$ cat src/hw/rtl/rrsp_pkg.sv
// ----------------------------------------------------------------------------
// rrsp_pkg
// Shared types and constants for the reply stream parser.
// ----------------------------------------------------------------------------
package rrsp_pkg;

    typedef enum logic [1:0] {
        ST_IDLE,
        ST_POP,
        ST_LOAD,
        ST_FIN
    } t_state;

    typedef enum logic [2:0] {
        PH_TYPE,
        PH_LINE,
        PH_LINE_CR,
        PH_PAY,
        PH_PAY_CR,
        PH_SKIP
    } t_phase;

    localparam logic [2:0] TY_ERROR   = 3'd0;
    localparam logic [2:0] TY_STATUS  = 3'd1;
    localparam logic [2:0] TY_INTEGER = 3'd2;
    localparam logic [2:0] TY_STRING  = 3'd3;
    localparam logic [2:0] TY_ARRAY   = 3'd4;

    localparam logic [2:0] SS_BUSY     = 3'd0;
    localparam logic [2:0] SS_DONE     = 3'd1;
    localparam logic [2:0] SS_EARLY    = 3'd2;
    localparam logic [2:0] SS_BAD_TYPE = 3'd3;
    localparam logic [2:0] SS_LEN_MISM = 3'd4;
    localparam logic [2:0] SS_DEEP     = 3'd5;

    localparam logic [7:0] CH_MINUS  = 8'h2D;
    localparam logic [7:0] CH_PLUS   = 8'h2B;
    localparam logic [7:0] CH_COLON  = 8'h3A;
    localparam logic [7:0] CH_DOLLAR = 8'h24;
    localparam logic [7:0] CH_STAR   = 8'h2A;
    localparam logic [7:0] CH_CR     = 8'h0D;
    localparam logic [7:0] CH_LF     = 8'h0A;
    localparam logic [7:0] CH_ZERO   = 8'h30;
    localparam logic [7:0] CH_NINE   = 8'h39;

    localparam int LEN_OUT_W = 15;

    typedef struct packed {
        logic accept;
        logic pop;
        logic load;
        logic fin;
    } t_cmd;

    typedef struct packed {
        logic need_pop;
        logic pop_load;
        logic out_busy;
    } t_dstat;

endpackage

$ cat src/hw/rtl/resp_reply_stream_parser.sv
// ----------------------------------------------------------------------------
// resp_reply_stream_parser
// Byte-serial parser for one typed, line-oriented reply per buffer.
// ----------------------------------------------------------------------------
// The slave channel takes one buffer byte per word in tdata, with tlast on the
// final byte of a buffer. The master channel returns one word per completed
// element, per opened array header or per change of reply status; bytes that
// cause nothing return no word. The master tuser carries the element flag and
// the element type. A byte is accepted and parsed in the idle state, and its
// result is finished into the output register in the finish state. When an
// element completes inside open arrays, each level that it is counted against
// adds a pop step, and each level that it closes below the outermost adds a
// load step to reload the parent count from the stack memory.
// The next byte is accepted while a result still waits in the output
// register. A stalled receiver holds the finish step, and with it the input,
// until that register is free; nothing is lost.
// Reset returns the parser to the start of a reply with an empty stack; the
// stack memory itself is not cleared.
// ----------------------------------------------------------------------------
module resp_reply_stream_parser #(
    parameter int MAX_DEPTH   = 8,
    parameter int COUNT_WIDTH = 32,
    parameter int MAX_LINE    = 16384
) (
    input  logic        i_clk,
    input  logic        i_rst_n,
    input  logic        i_s_tvalid,
    output logic        o_s_tready,
    input  logic [7:0]  i_s_tdata,   // [7:0] data_byte
    input  logic        i_s_tlast,
    output logic        o_m_tvalid,
    input  logic        i_m_tready,
    output logic [87:0] o_m_tdata,   // elem_value, line_length, elem_depth, status
    output logic [3:0]  o_m_tuser    // has_element, elem_type
);

    rrsp_pkg::t_cmd   cmd;
    rrsp_pkg::t_dstat dstat;
    logic             has;
    logic [2:0]       etype;
    logic [63:0]      value;
    logic [14:0]      llen;
    logic [3:0]       depth;
    logic [2:0]       status;

    rrsp_ctrl u_ctrl (
        .i_clk      (i_clk),
        .i_rst_n    (i_rst_n),
        .i_in_valid (i_s_tvalid),
        .i_stat     (dstat),
        .o_in_ready (o_s_tready),
        .o_cmd      (cmd)
    );

    rrsp_dpath #(
        .MAX_DEPTH   (MAX_DEPTH),
        .COUNT_WIDTH (COUNT_WIDTH),
        .MAX_LINE    (MAX_LINE)
    ) u_dpath (
        .i_clk       (i_clk),
        .i_rst_n     (i_rst_n),
        .i_byte      (i_s_tdata),
        .i_last      (i_s_tlast),
        .i_cmd       (cmd),
        .o_stat      (dstat),
        .i_out_ready (i_m_tready),
        .o_out_valid (o_m_tvalid),
        .o_has       (has),
        .o_type      (etype),
        .o_value     (value),
        .o_llen      (llen),
        .o_depth     (depth),
        .o_status    (status)
    );

    assign o_m_tdata = {2'b00, status, depth, llen, value};
    assign o_m_tuser = {etype, has};

    a_no_elem_has_status: assert property (@(posedge i_clk) disable iff (!i_rst_n)
        (o_m_tvalid && !o_m_tuser[0]) |-> (o_m_tdata[85:83] != rrsp_pkg::SS_BUSY))
        else $error("word without element carries no status");

    a_no_elem_zero: assert property (@(posedge i_clk) disable iff (!i_rst_n)
        (o_m_tvalid && !o_m_tuser[0]) |-> (o_m_tdata[82:0] == '0))
        else $error("word without element has nonzero element fields");

    a_busy_after_accept: assert property (@(posedge i_clk) disable iff (!i_rst_n)
        (i_s_tvalid && o_s_tready) |=> !o_s_tready)
        else $error("byte accepted while previous byte still in work");

endmodule

$ cat src/hw/rtl/rrsp_ctrl.sv
// ----------------------------------------------------------------------------
// rrsp_ctrl
// Sequencer for accepting a word, unwinding array levels and finishing.
// ----------------------------------------------------------------------------
module rrsp_ctrl (
    input  logic            i_clk,
    input  logic            i_rst_n,
    input  logic            i_in_valid,
    input  rrsp_pkg::t_dstat i_stat,
    output logic            o_in_ready,
    output rrsp_pkg::t_cmd  o_cmd
);

    rrsp_pkg::t_state r_state;
    rrsp_pkg::t_state n_state;

    always_ff @(posedge i_clk) begin
        if (!i_rst_n) begin
            r_state <= rrsp_pkg::ST_IDLE;
        end else begin
            r_state <= n_state;
        end
    end

    always_comb begin
        n_state    = r_state;
        o_cmd      = '0;
        o_in_ready = 1'b0;
        case (r_state)
            rrsp_pkg::ST_IDLE: begin
                o_in_ready = 1'b1;
                if (i_in_valid) begin
                    o_cmd.accept = 1'b1;
                    n_state = i_stat.need_pop ? rrsp_pkg::ST_POP : rrsp_pkg::ST_FIN;
                end
            end
            rrsp_pkg::ST_POP: begin
                o_cmd.pop = 1'b1;
                n_state = i_stat.pop_load ? rrsp_pkg::ST_LOAD : rrsp_pkg::ST_FIN;
            end
            rrsp_pkg::ST_LOAD: begin
                o_cmd.load = 1'b1;
                n_state = rrsp_pkg::ST_POP;
            end
            rrsp_pkg::ST_FIN: begin
                if (!i_stat.out_busy) begin
                    o_cmd.fin = 1'b1;
                    n_state = rrsp_pkg::ST_IDLE;
                end
            end
            default: begin
                n_state = rrsp_pkg::ST_IDLE;
            end
        endcase
    end

endmodule

$ cat src/hw/rtl/rrsp_dpath.sv
// ----------------------------------------------------------------------------
// rrsp_dpath
// Line parser, array count stack and output register.
// ----------------------------------------------------------------------------
module rrsp_dpath #(
    parameter int MAX_DEPTH   = 8,
    parameter int COUNT_WIDTH = 32,
    parameter int MAX_LINE    = 16384
) (
    input  logic             i_clk,
    input  logic             i_rst_n,
    input  logic [7:0]       i_byte,
    input  logic             i_last,
    input  rrsp_pkg::t_cmd   i_cmd,
    output rrsp_pkg::t_dstat o_stat,
    input  logic             i_out_ready,
    output logic             o_out_valid,
    output logic             o_has,
    output logic [2:0]       o_type,
    output logic [63:0]      o_value,
    output logic [14:0]      o_llen,
    output logic [3:0]       o_depth,
    output logic [2:0]       o_status
);

    localparam int LC_W  = $clog2(MAX_LINE + 1);
    localparam int LVL_W = $clog2(MAX_DEPTH + 1);
    localparam int IDX_W = (MAX_DEPTH > 1) ? $clog2(MAX_DEPTH) : 1;
    localparam logic [LC_W-1:0]  LINE_SAT = LC_W'(MAX_LINE);
    localparam logic [LVL_W-1:0] LVL_MAX  = LVL_W'(MAX_DEPTH);

    rrsp_pkg::t_phase r_phase, n_phase;
    logic [2:0]             r_cur_type, n_cur_type;
    logic [63:0]            r_accum, n_accum;
    logic                   r_neg, n_neg;
    logic                   r_bad, n_bad;
    logic                   r_stop, n_stop;
    logic [63:0]            r_decl, n_decl;
    logic [LC_W-1:0]        r_count, n_count;
    logic [LVL_W-1:0]       r_level, n_level;
    logic [COUNT_WIDTH-1:0] r_top, n_top;
    logic [COUNT_WIDTH-1:0] r_mem [MAX_DEPTH];
    logic [COUNT_WIDTH-1:0] r_rd;

    logic                   r_p_has, n_p_has;
    logic                   n_p_cpl;
    logic [2:0]             r_p_type, n_p_type;
    logic [63:0]            r_p_val, n_p_val;
    logic [LC_W-1:0]        r_p_llen, n_p_llen;
    logic [LVL_W-1:0]       r_p_depth, n_p_depth;
    logic [2:0]             r_p_base, n_p_base;
    logic                   r_p_last, r_p_skip, r_done, n_done;
    logic                   push;

    logic                   r_out_valid;
    logic                   r_has;
    logic [2:0]             r_type;
    logic [63:0]            r_value;
    logic [14:0]            r_llen;
    logic [3:0]             r_depth;
    logic [2:0]             r_status;

    logic                   is_cr, is_lf, is_digit, plain, cr_ph, in_line, in_pay;
    logic [7:0]             tc;
    logic [LC_W-1:0]        cnt1;
    logic [63:0]            num;
    logic [63:0]            acc10;
    logic [COUNT_WIDTH-1:0] dec;
    logic [2:0]             fin_status;
    logic [63:0]            llen64;

    always_comb begin
        is_cr    = (i_byte == rrsp_pkg::CH_CR);
        is_lf    = (i_byte == rrsp_pkg::CH_LF);
        in_line  = (r_phase == rrsp_pkg::PH_LINE) || (r_phase == rrsp_pkg::PH_LINE_CR);
        in_pay   = (r_phase == rrsp_pkg::PH_PAY) || (r_phase == rrsp_pkg::PH_PAY_CR);
        cr_ph    = (r_phase == rrsp_pkg::PH_LINE_CR) || (r_phase == rrsp_pkg::PH_PAY_CR);
        plain    = !cr_ph;
        tc       = plain ? i_byte : rrsp_pkg::CH_CR;
        is_digit = (tc >= rrsp_pkg::CH_ZERO) && (tc <= rrsp_pkg::CH_NINE);
        acc10    = (r_accum << 3) + (r_accum << 1) + 64'(tc - rrsp_pkg::CH_ZERO);
        num      = r_bad ? '1 : (r_neg ? (64'd0 - r_accum) : r_accum);
        cnt1     = (r_count < LINE_SAT) ? r_count + LC_W'(1) : r_count;
        dec      = (r_top != '0) ? r_top - COUNT_WIDTH'(1) : r_top;

        n_phase    = r_phase;
        n_cur_type = r_cur_type;
        n_accum    = r_accum;
        n_neg      = r_neg;
        n_bad      = r_bad;
        n_stop     = r_stop;
        n_decl     = r_decl;
        n_count    = r_count;
        n_level    = r_level;
        n_top      = r_top;
        n_p_has    = 1'b0;
        n_p_cpl    = 1'b0;
        n_p_type   = rrsp_pkg::TY_ERROR;
        n_p_val    = '0;
        n_p_llen   = '0;
        n_p_depth  = '0;
        n_p_base   = rrsp_pkg::SS_BUSY;
        n_done     = 1'b0;
        push       = 1'b0;

        if (r_phase == rrsp_pkg::PH_TYPE) begin
            n_cur_type = rrsp_pkg::TY_ERROR;
            case (i_byte)
                rrsp_pkg::CH_MINUS:  n_cur_type = rrsp_pkg::TY_ERROR;
                rrsp_pkg::CH_PLUS:   n_cur_type = rrsp_pkg::TY_STATUS;
                rrsp_pkg::CH_COLON:  n_cur_type = rrsp_pkg::TY_INTEGER;
                rrsp_pkg::CH_DOLLAR: n_cur_type = rrsp_pkg::TY_STRING;
                rrsp_pkg::CH_STAR:   n_cur_type = rrsp_pkg::TY_ARRAY;
                default:             n_p_base   = rrsp_pkg::SS_BAD_TYPE;
            endcase
            if (n_p_base != rrsp_pkg::SS_BUSY) begin
                n_cur_type = r_cur_type;
            end else begin
                n_phase = rrsp_pkg::PH_LINE;
                n_accum = '0;
                n_neg   = 1'b0;
                n_bad   = 1'b0;
                n_stop  = 1'b0;
                n_count = '0;
            end
        end else if (in_line || in_pay) begin
            if (plain && is_cr) begin
                n_phase = in_line ? rrsp_pkg::PH_LINE_CR : rrsp_pkg::PH_PAY_CR;
            end else if (cr_ph && is_lf) begin
                n_p_depth = r_level;
                if (in_pay) begin
                    if (r_decl == 64'(r_count)) begin
                        n_p_cpl  = 1'b1;
                        n_p_type = rrsp_pkg::TY_STRING;
                        n_p_val  = r_decl;
                        n_p_llen = r_count;
                    end else begin
                        n_p_base = rrsp_pkg::SS_LEN_MISM;
                    end
                end else if ((r_cur_type == rrsp_pkg::TY_ERROR) ||
                             (r_cur_type == rrsp_pkg::TY_STATUS)) begin
                    n_p_cpl  = 1'b1;
                    n_p_type = r_cur_type;
                    n_p_llen = r_count;
                end else if (r_cur_type == rrsp_pkg::TY_INTEGER) begin
                    n_p_cpl  = 1'b1;
                    n_p_type = rrsp_pkg::TY_INTEGER;
                    n_p_val  = num;
                end else if (r_cur_type == rrsp_pkg::TY_STRING) begin
                    n_decl  = num;
                    n_phase = rrsp_pkg::PH_PAY;
                    n_accum = '0;
                    n_neg   = 1'b0;
                    n_bad   = 1'b0;
                    n_stop  = 1'b0;
                    n_count = '0;
                end else if (!num[63] && (num != '0)) begin
                    if (r_level >= LVL_MAX) begin
                        n_p_base = rrsp_pkg::SS_DEEP;
                    end else begin
                        push     = 1'b1;
                        n_top    = ((num >> COUNT_WIDTH) != '0) ? '1 : num[COUNT_WIDTH-1:0];
                        n_level  = r_level + LVL_W'(1);
                        n_p_has  = 1'b1;
                        n_p_type = rrsp_pkg::TY_ARRAY;
                        n_p_val  = num;
                        n_phase  = rrsp_pkg::PH_TYPE;
                    end
                end else begin
                    n_p_cpl  = 1'b1;
                    n_p_type = rrsp_pkg::TY_ARRAY;
                    n_p_val  = num;
                end
            end else begin
                n_count = cnt1;
                if (!r_stop && !r_bad) begin
                    if (tc == rrsp_pkg::CH_CR) begin
                        n_stop = 1'b1;
                    end else if ((r_count == '0) && (tc == rrsp_pkg::CH_MINUS)) begin
                        n_neg = 1'b1;
                    end else if ((r_count == '0) && (tc == rrsp_pkg::CH_PLUS)) begin
                        n_neg = r_neg;
                    end else if (is_digit) begin
                        n_accum = acc10;
                    end else begin
                        n_bad = 1'b1;
                    end
                end
                if (cr_ph && !is_cr) begin
                    n_count = (cnt1 < LINE_SAT) ? cnt1 + LC_W'(1) : cnt1;
                    n_phase = in_line ? rrsp_pkg::PH_LINE : rrsp_pkg::PH_PAY;
                end
            end
            if (n_p_cpl) begin
                n_p_has = 1'b1;
                n_phase = rrsp_pkg::PH_TYPE;
                n_done  = (r_level == '0);
            end
        end
    end

    always_comb begin
        if (r_p_skip) begin
            fin_status = rrsp_pkg::SS_BUSY;
        end else if (r_p_base != rrsp_pkg::SS_BUSY) begin
            fin_status = r_p_base;
        end else if (r_done) begin
            fin_status = rrsp_pkg::SS_DONE;
        end else if (r_p_last) begin
            fin_status = rrsp_pkg::SS_EARLY;
        end else begin
            fin_status = rrsp_pkg::SS_BUSY;
        end
        llen64 = 64'(r_p_llen);
    end

    always_comb begin
        o_stat.need_pop = n_p_cpl && (r_level != '0);
        o_stat.pop_load = (dec == '0) && (r_level != LVL_W'(1));
        o_stat.out_busy = r_out_valid && !i_out_ready;
    end

    always_ff @(posedge i_clk) begin
        r_rd <= r_mem[IDX_W'(r_level - LVL_W'(2))];
        if (i_cmd.accept && push && (r_level != '0)) begin
            r_mem[IDX_W'(r_level - LVL_W'(1))] <= r_top;
        end
    end

    always_ff @(posedge i_clk) begin
        if (!i_rst_n) begin
            r_phase     <= rrsp_pkg::PH_TYPE;
            r_cur_type  <= rrsp_pkg::TY_ERROR;
            r_accum     <= '0;
            r_neg       <= 1'b0;
            r_bad       <= 1'b0;
            r_stop      <= 1'b0;
            r_decl      <= '0;
            r_count     <= '0;
            r_level     <= '0;
            r_done      <= 1'b0;
            r_out_valid <= 1'b0;
        end else begin
            if (i_out_ready) begin
                r_out_valid <= 1'b0;
            end
            if (i_cmd.accept) begin
                r_p_last <= i_last;
                r_p_skip <= (r_phase == rrsp_pkg::PH_SKIP);
                if (r_phase != rrsp_pkg::PH_SKIP) begin
                    r_phase    <= n_phase;
                    r_cur_type <= n_cur_type;
                    r_accum    <= n_accum;
                    r_neg      <= n_neg;
                    r_bad      <= n_bad;
                    r_stop     <= n_stop;
                    r_decl     <= n_decl;
                    r_count    <= n_count;
                    r_level    <= n_level;
                    r_top      <= n_top;
                end
                r_p_has   <= n_p_has;
                r_p_type  <= n_p_type;
                r_p_val   <= n_p_val;
                r_p_llen  <= n_p_llen;
                r_p_depth <= n_p_depth;
                r_p_base  <= (r_phase == rrsp_pkg::PH_SKIP) ? rrsp_pkg::SS_BUSY : n_p_base;
                r_done    <= (r_phase != rrsp_pkg::PH_SKIP) && n_done;
            end
            if (i_cmd.pop) begin
                if (dec != '0) begin
                    r_top <= dec;
                end else begin
                    r_level <= r_level - LVL_W'(1);
                    if (r_level == LVL_W'(1)) begin
                        r_done <= 1'b1;
                    end
                end
            end
            if (i_cmd.load) begin
                r_top <= r_rd;
            end
            if (i_cmd.fin) begin
                if (fin_status != rrsp_pkg::SS_BUSY) begin
                    r_phase <= r_p_last ? rrsp_pkg::PH_TYPE : rrsp_pkg::PH_SKIP;
                    r_level <= '0;
                end else if (r_p_last) begin
                    r_phase <= rrsp_pkg::PH_TYPE;
                    r_level <= '0;
                end
                if (!r_p_skip && (r_p_has || (fin_status != rrsp_pkg::SS_BUSY))) begin
                    r_out_valid <= 1'b1;
                end
            end
        end
    end

    always_ff @(posedge i_clk) begin
        if (i_cmd.fin) begin
            r_has    <= r_p_has;
            r_type   <= r_p_has ? r_p_type : rrsp_pkg::TY_ERROR;
            r_value  <= r_p_has ? r_p_val : '0;
            r_llen   <= r_p_has ? llen64[14:0] : '0;
            r_depth  <= r_p_has ? 4'(r_p_depth) : '0;
            r_status <= fin_status;
        end
    end

    assign o_out_valid = r_out_valid;
    assign o_has       = r_has;
    assign o_type      = r_type;
    assign o_value     = r_value;
    assign o_llen      = r_llen;
    assign o_depth     = r_depth;
    assign o_status    = r_status;

endmodule
$ cat config.mk
export PLATFORM = sky130hd
export DESIGN_NAME = resp_reply_stream_parser
export DESIGN_NICKNAME = d
export VERILOG_FILES = /design/src/hw/rtl/rrsp_pkg.sv /design/src/hw/rtl/resp_reply_stream_parser.sv /design/src/hw/rtl/rrsp_ctrl.sv /design/src/hw/rtl/rrsp_dpath.sv
export SDC_FILE = /design/constraint.sdc
export NUM_CORES = 1
export LEC_CHECK = 0
export ABC_AREA = 1
export BUFFER_PORTS_ARGS = -buffer_cell sky130_fd_sc_hd__buf_2
export CORE_UTILIZATION = 34
export CTS_CLUSTER_SIZE = 8
export DETAILED_ROUTE_END_ITERATION = 7
export MAX_ROUTING_LAYER = met4
export PLACE_DENSITY = 0.52
export SYNTH_ARGS = -nofsm -noshare
export SYNTH_HDL_FRONTEND = slang
export SYNTH_SLANG_ARGS = --single-unit
$ cat constraint.sdc
create_clock -name i_clk -period 11 [get_ports i_clk]
set_clock_uncertainty 0.1 [all_clocks]
set_input_delay 1.65 -clock i_clk [delete_from_list [all_inputs] [get_ports i_clk]]
set_output_delay 1.65 -clock i_clk [all_outputs]
set_load 0.02 [all_outputs]
==> results of run 1 <==
-- how the worst min path moves through the flow --
stage / start / endpoint / slack [ns] / depth (start not counted)
after global routing: u_dpath.r_p_val[20]$_SDFFCE_PP0P_ / u_dpath.o_value[20]$_SDFFCE_PN0P_ / 0.42 / 2
final: u_dpath.r_p_val[47]$_SDFFCE_PP0P_ / u_dpath.o_value[47]$_SDFFCE_PN0P_ / 0.39 / 2
after CTS: u_dpath.r_stop$_SDFFE_PN0P_ / u_dpath.r_stop$_SDFFE_PN0P_ / 0.39 / 2
after floorplan: u_dpath.r_p_has$_SDFFCE_PP0P_ / u_dpath.o_has$_DFFE_PP_ / 0.32 / 0
after global placement: u_dpath.r_stop$_SDFFE_PN0P_ / u_dpath.r_stop$_SDFFE_PN0P_ / 0.37 / 2
after detailed placement: u_dpath.r_stop$_SDFFE_PN0P_ / u_dpath.r_stop$_SDFFE_PN0P_ / 0.38 / 2
-- layout make-up --
type	instances	share of cell area [%]
Clock inverter	7	0.312
Tap cell	1380	4.26
Multi-Input combinational cell	2956	38.4
Clock buffer	162	6.61
Timing Repair Buffer	136	1.88
Sequential cell	662	44.3
Inverter	460	4.26
-- sequential cells by signal, summed over array words and instances (netlist names), 3 cells and up --
signal	cells
u_dpath.r_p_type	3
u_dpath.r_accum	64
u_dpath.o_value	64
u_dpath.r_level	4
u_dpath.r_phase	3
u_dpath.r_p_val	64
u_dpath.r_count	15
u_dpath.r_decl	64
u_dpath.r_top	32
u_dpath.o_type	3
u_dpath.r_rd	32
u_dpath.r_p_llen	15
u_dpath.r_p_depth	4
u_dpath.r_mem	256
u_dpath.r_cur_type	3
u_dpath.o_depth	4
u_dpath.r_p_base	3
u_dpath.o_status	3
u_dpath.o_llen	15
-- worst min-delay path: stages, from the launching register on --
cell,delay [ns]
edfxtp_1,0.31
nand2_1,0.05
inv_1,0.04
-- cells in the final DEF, fill, tap and decap left out, types with 95 or more instances in the layout --
cell / n
inv_1: 447
nand3_1: 201
nor3_1: 95
dfxtp_1: 189
o21ai_0: 317
nor2_1: 643
nand2_1: 781
buf_2: 103
a21oi_1: 291
edfxtp_1: 470
clkbuf_16: 96
-- kinds of logic after synthesis --
logic type                 Yosys count  synth area share, %
and+or+nand+nor                   1917                 22.7
buffers and inverters              623                 6.81
other                                1               0.0105
AOI/OAI and AO/OA                  846                 12.9
xor gates and xnor gates            52                 1.29
DFF                                662                 50.1
adders and majority gates          139                 6.13
-- power breakdown --
| group | total [µW] | switching [µW] | internal, µW | leakage [µW] |
|---|---|---|---|---|
| combinational | 567 | 411 | 155 | 0.00950 |
| sequential | 2830 | 81.0 | 2750 | 0.00586 |
| clock | 2760 | 1090 | 1670 | 0.00134 |
-- through the flow --
stage | total power (µW) | util [%] | setup WS (ns) | hold WS [ns]
CTS | 6210 | 39.0 | 4.16 | 0.391
detailed placement | 3440 | 36.3 | 3.68 | 0.378
floorplan | 3240 | - | 0.916 | 0.324
finish | 6150 | 39.0 | 4.21 | 0.392
global placement | 3440 | 36.3 | 3.70 | 0.366
global route | 6390 | 39.0 | 3.45 | 0.418
-- per-layer routing --
layer	routed length (µm)	vias up	part of all wire (%)
met4	3160	0	2.9
met5	0	-	0
met1	52900	14100	48
met3	5010	164	4.5
li1	-	14500	-
met2	49100	717	45
==> metrics.yaml, run 1 <==
routing:
  wire_per_inst_um: 19.1
  drc: 0
  vias: 29500
  drt_iter0_drc: 2299
  viasPerCell: 5.12
  drt_pass1_iterations: 5
  postRouteAntennaNets: 0
  wl_mm: 110
die:
  start_util_pct: 34.5
  die_y_um: 327
  fp.dieArea_um2: 107000
  die_w_um: 327
  core-area_um2: 104000
  placementRows: 118
  io_pins: 107
grt:
  grt_max_degree: 89
  grt_usage_pct: 20.9
  grt.overflow.total: 0
  grt.busiest_layer: "met2"
  grt_util_met2_pct: 31.7
  grt_pass1_vias: 28100
  antenna_found_initial: 0
  grt_use_met3_pct: 2.34
  use_met1_pct: 29.1
  grt_pass1_wl_mm: 169
synthesis:
  synth_edf_count: 470
  netlist.area_leader.share_pct: 39.4
  async_flop_share_pct: 0
  synthTopCellsByCount: "782 x nand2_1, 656 x nor2_1, 470 x edfxtp_1"
  ys_ff_latch: 662
  synthTopCellsByArea: "edfxtp_1 39%, dfxtp_1 11%, nand2_1 8.2%, nor2_1 6.9%, inv_1 4.7%"
  synth_most_common_cell: "nand2_1"
  synth_warnings: 0
  postSynthCellCount: 4240
  ys_seq_area_share_pct: 50.1
  yosys.area.top_type: "edfxtp_1"
  synthesis.area_um2: 35900
  syn_area_per_cell_um2: 8.46
  synth_flop_cell: "edfxtp_1"
  synth_cell_types: 63
critical_path:
  cp_data_required_time_ns: 11.40
  startpoint_type: "register"
  crit_chain: "inv_1 > nor2_1 > inv_1 > nand2_1 > nor2_1 > ha_1 > nor2_4 > buf_4 > fa_1 > ha_1 > a21oi_1 > inv_1 > a31oi_1 > o21ai_0 > a21boi_0 > o311ai_0 > nand2_1 > o211ai_1 > nand3_1 > nand2_1 > a21boi_0 > o21ai_0 > a21oi_1"
  r2r-end: "u_dpath.r_accum[60]$_SDFFE_PN0P_"
  worstPathArrival_ns: 7.19
  critical_path.top_delay_family: "simple AND/OR/NAND/NOR gates"
  path_buf_inv: 4
  max_stage_delay_ns: 0.77
  rrSetupSlack_ns: 4.21
  path_depth: 23
  cpMaxStageDelayCell: "buf_4"
  cp-end-kind: "register"
  crit_type: "register to register"
  cp-startpoint: "u_dpath.r_phase[2]$_SDFF_PN0_"
  critPathMaxFanout: 38
  ff2ff_path_depth: 23
  endpoint: "u_dpath.r_accum[60]$_SDFFE_PN0P_"
  rr_startpoint: "u_dpath.r_phase[2]$_SDFF_PN0_"
timing:
  period_minus_slack_ns: 6.79
  setup_viol: 0
  finalSetupTns_ns: 0
  slew_headroom_pct: 25.1
  worst_pin_slew_ns: 1.12
  hold_viol: 0
  drv_slew: 0
  clock.fmax_ghz: 0.147
  fin_crit_sh_pct: 61.7
  rsz0062_at_grt: "false"
layout:
  stdcell_area_um2: 40600
  antenna_cells: 0
  fin_cells: 5763
  multiInputGateArea_um2: 15600
  layout-drive-gt1-share_pct: 8.01
  seqCellArea_um2: 18000
  syn2layout_area_growth_pct: 13.1
  fin_nets: 4462
  fillers: 10700
clocking:
  ctsHoldBuffers: 0
  path_clk_slew_ns: 0.06
  tritoncts: "done"
  cts_root_buffer: "clkbuf_16"
  cts.htree.levels: 3
  cts.sinks: 662
  cts_buffer_depth: 3
  post_cts_resized: 0
  cts_setup_buffers: 0
  clk_latency_ns: 0.67
  cts_made_buffers: 94
run:
  drv_cap: 0
placed_design:
  placed_area_um2: 37700
  gp_congestion: 0.940
  io_buffers: 104
  placed_cells: 5594
  dp_hpwl_mm: 77.3
power_and_ir_drop:
  peakVddDrop_v: 0.000109
  powerDensity_nw_per_um2: 152
  power_leakage_uw: 0.0167
worst_hold_path:
  holdCritPathClass: "register to register"
status:
  outcome: "finished clean"
Note: power is estimated with default switching activity, not from simulation.
==> run 2, diff against run 1 <==
- ABC_AREA: 1 -> 0
- clock period: 11 -> 6.58 ns (I/O delays scaled with it)
==> metrics.yaml, run 2 <==
clocking:
  path_clk_slew_ns: 0.05
  clk_latency_ns: 0.65
  cts_root_buffer: "clkbuf_16"
  ctsHoldBuffers: 0
  cts.htree.levels: 3
  cts.sinks: 662
  cts_setup_buffers: 0
  cts_buffer_depth: 3
  post_cts_resized: 0
  cts_made_buffers: 93
  tritoncts: "done"
timing:
  hold_viol: 0
  slew_headroom_pct: 21.6
  worst_pin_slew_ns: 1.18
  finalSetupTns_ns: 0
  clock.fmax_ghz: 0.174
  period_minus_slack_ns: 5.75
  fin_crit_sh_pct: 87.4
  rsz0062_at_grt: "false"
  drv_slew: 0
  setup_viol: 0
  setup_ws_ns: 0.827
grt:
  grt_max_degree: 115
  grt_util_met2_pct: 29.9
  grt_pass1_vias: 24900
  grt_use_met3_pct: 2.40
  grt.overflow.total: 0
  grt_pass1_wl_mm: 156
  grt_usage_pct: 20.1
  use_met1_pct: 28.6
  grt.busiest_layer: "met2"
  antenna_found_initial: 7
critical_path:
  crit_chain: "nor4_4 > nand3_2 > or4_4 > xor2_1 > o211a_1 > or4_1 > or2_0 > or4_1 > buf_4 > a41o_2 > buf_12 > a21oi_1"
  rr_startpoint: "u_dpath.r_accum[2]$_SDFFE_PN0P_"
  ff2ff_path_depth: 12
  critPathMaxFanout: 31
  startpoint_type: "register"
  path_buf_inv: 2
  endpoint: "u_dpath.r_p_val[58]$_SDFFCE_PP0P_"
  cp-end-kind: "register"
  rrSetupSlack_ns: 0.83
  max_stage_delay_ns: 0.76
  cp_data_required_time_ns: 6.93
  cpMaxStageDelayCell: "nor4_4"
  r2r-end: "u_dpath.r_p_val[58]$_SDFFCE_PP0P_"
  path_depth: 12
  crit_type: "register to register"
  cp-startpoint: "u_dpath.r_accum[2]$_SDFFE_PN0P_"
  worstPathArrival_ns: 6.10
  critical_path.top_delay_family: "simple AND/OR/NAND/NOR gates"
  cp_common_cell: "or4_1"
synthesis:
  synthTopCellsByCount: "470 x edfxtp_1, 348 x nor2_1, 192 x dfxtp_1"
  synth_edf_count: 470
  synthTopCellsByArea: "edfxtp_1 40%, dfxtp_1 11%, mux4_2 4.1%, nor2_1 3.7%, fa_1 3.5%"
  ys_seq_area_share_pct: 51.5
  async_flop_share_pct: 0
  netlist.area_leader.share_pct: 40.5
  yosys.area.top_type: "edfxtp_1"
  synth_cell_types: 97
  synth_flop_cell: "edfxtp_1"
  synth_warnings: 0
  synthesis.area_um2: 34900
  syn_area_per_cell_um2: 11.1
  ys_ff_latch: 662
  synth_most_common_cell: "edfxtp_1"
  postSynthCellCount: 3145
die:
  io_pins: 107
  core-area_um2: 102000
  start_util_pct: 34.3
  die_w_um: 322
  fp.dieArea_um2: 104000
  placementRows: 117
  die_y_um: 322
routing:
  drt_pass1_iterations: 5
  drc: 0
  drt_iter0_drc: 1956
  wire_per_inst_um: 21.7
  vias: 25400
  wl_mm: 101
  viasPerCell: 5.45
  postRouteAntennaNets: 0
worst_hold_path:
  hold_depth: 2
  holdCritPathClass: "register to register"
placed_design:
  dp_hpwl_mm: 70.7
  pre_cts_slack_ns: 0.605
  io_buffers: 104
  placed_cells: 4491
  gp_congestion: 0.931
  placed_area_um2: 37100
power_and_ir_drop:
  powerDensity_nw_per_um2: 246
  power_leakage_uw: 0.0143
  swShare_pct: 23.7
  p_int_uw: 7480
  power_frac_comb_pct: 6.5
  seq_power_share_pct: 48.2
  clock_power_share_pct: 45.3
  peakVddDrop_v: 0.000171
  p_switching_uw: 2320
layout:
  largest_reg_flops: 256
  fin_nets: 3370
  fillers: 9851
  syn2layout_area_growth_pct: 14.1
  final_common_cell: "edfxtp_1"
  stdcell_area_um2: 39800
  top_register: "u_dpath.r_mem"
  final_cell_mix: "470 x edfxtp_1, 340 x nor2_1, 188 x dfxtp_1"
  layout-drive-gt1-share_pct: 14.1
  fin_cells: 4663
run:
  drv_cap: 0
status:
  outcome: "finished clean"
==> run 2: cells by family after synthesis <==
family                     count (synthesis)  share of synthesized area (%)
DFF                                      662                           51.5
AOI/OAI and AO/OA                        691                           13.3
buffers and inverters                    287                           3.25
other                                      1                         0.0108
xor gates and xnor gates                 141                           3.54
and+or+nand+nor                         1110                           16.4
muxes                                    114                           5.73
adders and majority gates                139                           6.30
==> run 2: layout make-up <==
| type | instances | area (µm²) | share of cell area [%] |
|---|---|---|---|
| clock buffers | 163 | 2640 | 6.64 |
| diodes | 4 | 10.0 | 0.0252 |
| clock inverters | 5 | 67.6 | 0.170 |
| inverters | 73 | 277 | 0.695 |
| well taps | 1368 | 1710 | 4.30 |
| flip-flops and latches | 662 | 18000 | 45.1 |
| repair buffers | 191 | 1200 | 3.01 |
| multi-input cells | 2197 | 15900 | 40.0 |
==> run 2: worst min path at each step <==
| stage | to | slack (ns) | from |
|---|---|---|---|
| after floorplan | u_dpath.r_decl[41]$_SDFFE_PN0P_ | 0.34 | u_dpath.r_decl[41]$_SDFFE_PN0P_ |
| after global placement | u_dpath.r_decl[41]$_SDFFE_PN0P_ | 0.35 | u_dpath.r_decl[41]$_SDFFE_PN0P_ |
| after detailed placement | u_dpath.r_decl[41]$_SDFFE_PN0P_ | 0.35 | u_dpath.r_decl[41]$_SDFFE_PN0P_ |
| after CTS | u_dpath.r_decl[41]$_SDFFE_PN0P_ | 0.36 | u_dpath.r_decl[41]$_SDFFE_PN0P_ |
| after global routing | u_dpath.r_decl[41]$_SDFFE_PN0P_ | 0.40 | u_dpath.r_decl[41]$_SDFFE_PN0P_ |
| final | u_dpath.r_decl[41]$_SDFFE_PN0P_ | 0.36 | u_dpath.r_decl[41]$_SDFFE_PN0P_ |
==> run 2: metal layers <==
metal / share of wire, % / vias up
met1: 48 / 12500
met3: 5.3 / 155
li1: - / 12000
met2: 44 / 748
met4: 2.4 / 0
met5: 0 / -
==> run 2: worst register-to-register path, cell delays in order (launching register included) <==
cell,delay [ns]
dfxtp_1,0.42
nor4_4,0.76
nand3_2,0.28
or4_4,0.58
xor2_1,0.16
o211a_1,0.25
or4_1,0.53
or2_0,0.46
or4_1,0.59
buf_4,0.25
a41o_2,0.62
buf_12,0.31
a21oi_1,0.25
==> run 2: power by group through the flow <==
stage	Sequential, µW	Combinational, µW	Clock, µW
global placement	4800	629	0
floorplan	4760	424	0
detailed placement	4810	629	0
CTS	4720	632	4540
global route	4740	693	4710
finish	4730	633	4440
==> run 2: through the flow <==
stage          util, %  hold WS, ns  power (µW)
2_1_floorplan        -        0.336        5180
5_1_grt           39.1        0.400       10100
3_3_place_gp      36.4        0.351        5430
4_1_cts           39.1        0.358        9900
6_report          39.1        0.357        9800
3_5_place_dp      36.4        0.351        5430
==> run 3, diff against run 2 <==
--- a/config.mk
+++ b/config.mk
@@ -8,3 +8,3 @@
 export ABC_AREA = 0
-export BUFFER_PORTS_ARGS = -buffer_cell sky130_fd_sc_hd__buf_2
+export BUFFER_PORTS_ARGS = -buffer_cell sky130_fd_sc_hd__buf_4
 export CORE_UTILIZATION = 34
--- a/constraint.sdc
+++ b/constraint.sdc
@@ -4,2 +4,2 @@
 set_output_delay 0.987 -clock i_clk [all_outputs]
-set_load 0.02 [all_outputs]
+set_load 0.05 [all_outputs]
==> metrics.yaml, run 3 (synthesis gave the netlist of run 2 again) <==
worst_hold_path:
  hold_depth: 2
  hold-path-endpoint: "u_dpath.r_decl[41]$_SDFFE_PN0P_"
  holdCritPathClass: "register to register"
  hold_start: "u_dpath.r_decl[41]$_SDFFE_PN0P_"
routing:
  postRouteAntennaNets: 0
  vias: 25500
  drt_pass1_iterations: 7
  wire_per_inst_um: 21.8
  wl_mm: 101
  drc: 0
  viasPerCell: 5.47
  drt_iter0_drc: 2177
grt:
  grt.overflow.total: 0
  grt_usage_pct: 20.0
  grt_use_met3_pct: 3.03
  use_met1_pct: 28.1
  grt_pass1_vias: 24700
  grt_pass1_wl_mm: 155
  grt_max_degree: 115
  antenna_found_initial: 4
  grt_util_met2_pct: 29.9
  grt.busiest_layer: "met2"
timing:
  setup_viol: 0
  slew_headroom_pct: 26.2
  rsz0062_at_grt: "false"
  clock.fmax_ghz: 0.176
  hold_viol: 0
  fin_crit_sh_pct: 86.3
  worst_pin_slew_ns: 1.10
  drv_slew: 0
  period_minus_slack_ns: 5.68
die:
  core-area_um2: 102000
  die_w_um: 322
  start_util_pct: 34.3
  io_pins: 107
  placementRows: 117
  die_y_um: 322
  fp.dieArea_um2: 104000
status:
  outcome: "finished clean"
placed_design:
  io_buffers: 104
  placed_cells: 4487
  dp_hpwl_mm: 70.4
  gp_congestion: 0.906
  placed_area_um2: 37400
power_and_ir_drop:
  peakVddDrop_v: 0.000171
  power_leakage_uw: 0.0144
  powerDensity_nw_per_um2: 247
layout:
  final_common_cell: "edfxtp_1"
  stdcell_area_um2: 40100
  syn2layout_area_growth_pct: 15.0
  layout-drive-gt1-share_pct: 14.1
  top_register: "u_dpath.r_mem"
  fin_cells: 4656
  final_cell_mix: "470 x edfxtp_1, 340 x nor2_1, 188 x dfxtp_1"
  fin_nets: 3366
  largest_reg_flops: 256
clocking:
  cts.sinks: 662
  tritoncts: "done"
  post_cts_resized: 0
  path_clk_slew_ns: 0.06
  ctsHoldBuffers: 0
  cts.htree.levels: 3
  cts_buffer_depth: 3
  cts_root_buffer: "clkbuf_16"
  cts_setup_buffers: 0
  clk_latency_ns: 0.66
  cts_made_buffers: 93
run:
  drv_cap: 0
critical_path:
  r2r-end: "u_dpath.r_accum[50]$_SDFFE_PN0P_"
  critPathMaxFanout: 13
  ff2ff_path_depth: 20
  crit_type: "register to register"
  worstPathArrival_ns: 6.09
  cp-end-kind: "register"
  rr_startpoint: "u_dpath.r_phase[0]$_SDFF_PN0_"
  startpoint_type: "register"
  cp_data_required_time_ns: 7.00
  rrSetupSlack_ns: 0.90
-- run 3: changes by cell type in the layout (fill, tap and decap cells not counted), moves of 2 or more --
cell and change:
clkbuf_1 -7, buf_4 +96, inv_6 +2, buf_2 -104, buf_12 +4, diode_2 +2
-- run 3: metrics by stage --
step	util (%)	hold slack [ns]	setup WS, ns	setup TNS (ns)	total power [µW]
finish	39.4	0.363	0.904	0	9910
global route	39.4	0.395	0.419	0	10300
CTS	39.4	0.361	0.858	0	10000
detailed placement	36.7	0.354	0.633	0	5490
global placement	36.7	0.351	0.675	0	5490
floorplan	-	0.336	-0.0247	-0.0247	5230
-- run 3: worst max-delay path by stage --
| stage | cells past startpoint | start | slack, ns | end |
|---|---|---|---|---|
| after floorplan | 19 | i_s_tdata[4] | -0.02 | u_dpath.r_accum[61]$_SDFFE_PN0P_ |
| after global placement | 17 | i_s_tdata[7] | 0.68 | u_dpath.r_accum[61]$_SDFFE_PN0P_ |
| after detailed placement | 17 | i_s_tdata[7] | 0.63 | u_dpath.r_accum[61]$_SDFFE_PN0P_ |
| after CTS | 19 | u_dpath.r_phase[0]$_SDFF_PN0_ | 0.86 | u_dpath.r_accum[61]$_SDFFE_PN0P_ |
| after global routing | 19 | u_dpath.r_phase[0]$_SDFF_PN0_ | 0.42 | u_dpath.r_accum[61]$_SDFFE_PN0P_ |
| final | 20 | u_dpath.r_phase[0]$_SDFF_PN0_ | 0.90 | u_dpath.r_accum[50]$_SDFFE_PN0P_ |
-- run 3: area by class of cell --
class                      count  area, µm²
antenna                        6       15.0
sequential                   662      18000
timing repair buffer         187       1480
clock buffer                 156       2610
inverter                      73        277
tap                         1368       1710
fill                        9870      61600
clock inverter                 7        133
multi-input combinational   2197      15900
-- run 3: metal layers --
layer,share of wire (%),routed length (µm)
met2,45,45400
met5,0,0
met4,2.2,2180
met3,5.9,6010
met1,47,47800
-- run 3: where the power goes --
group	internal [µW]	switching, µW	leakage (µW)
logic	213	471	0.00717
clock network	2720	1790	0.00130
registers	4590	137	0.00590
total	7520	2400	0.0144
-- run 3: worst max-delay path: stages (launching register included) --
cell       delay (ns)
dfxtp_1          0.59
inv_1            0.22
nand2_1          0.34
nand2_2          0.10
inv_2            0.10
ha_4             0.17
xnor2_1          0.11
fa_1             0.55
inv_1            0.05
ha_1             0.36
o2111ai_1        0.23
a31oi_1          0.39
a22oi_1          0.22
o31ai_1          0.28
buf_4            0.19
a21oi_1          0.11
o31ai_1          0.66
a21boi_0         0.27
o21ai_0          0.26
xnor2_1          0.14
o21ai_0          0.09
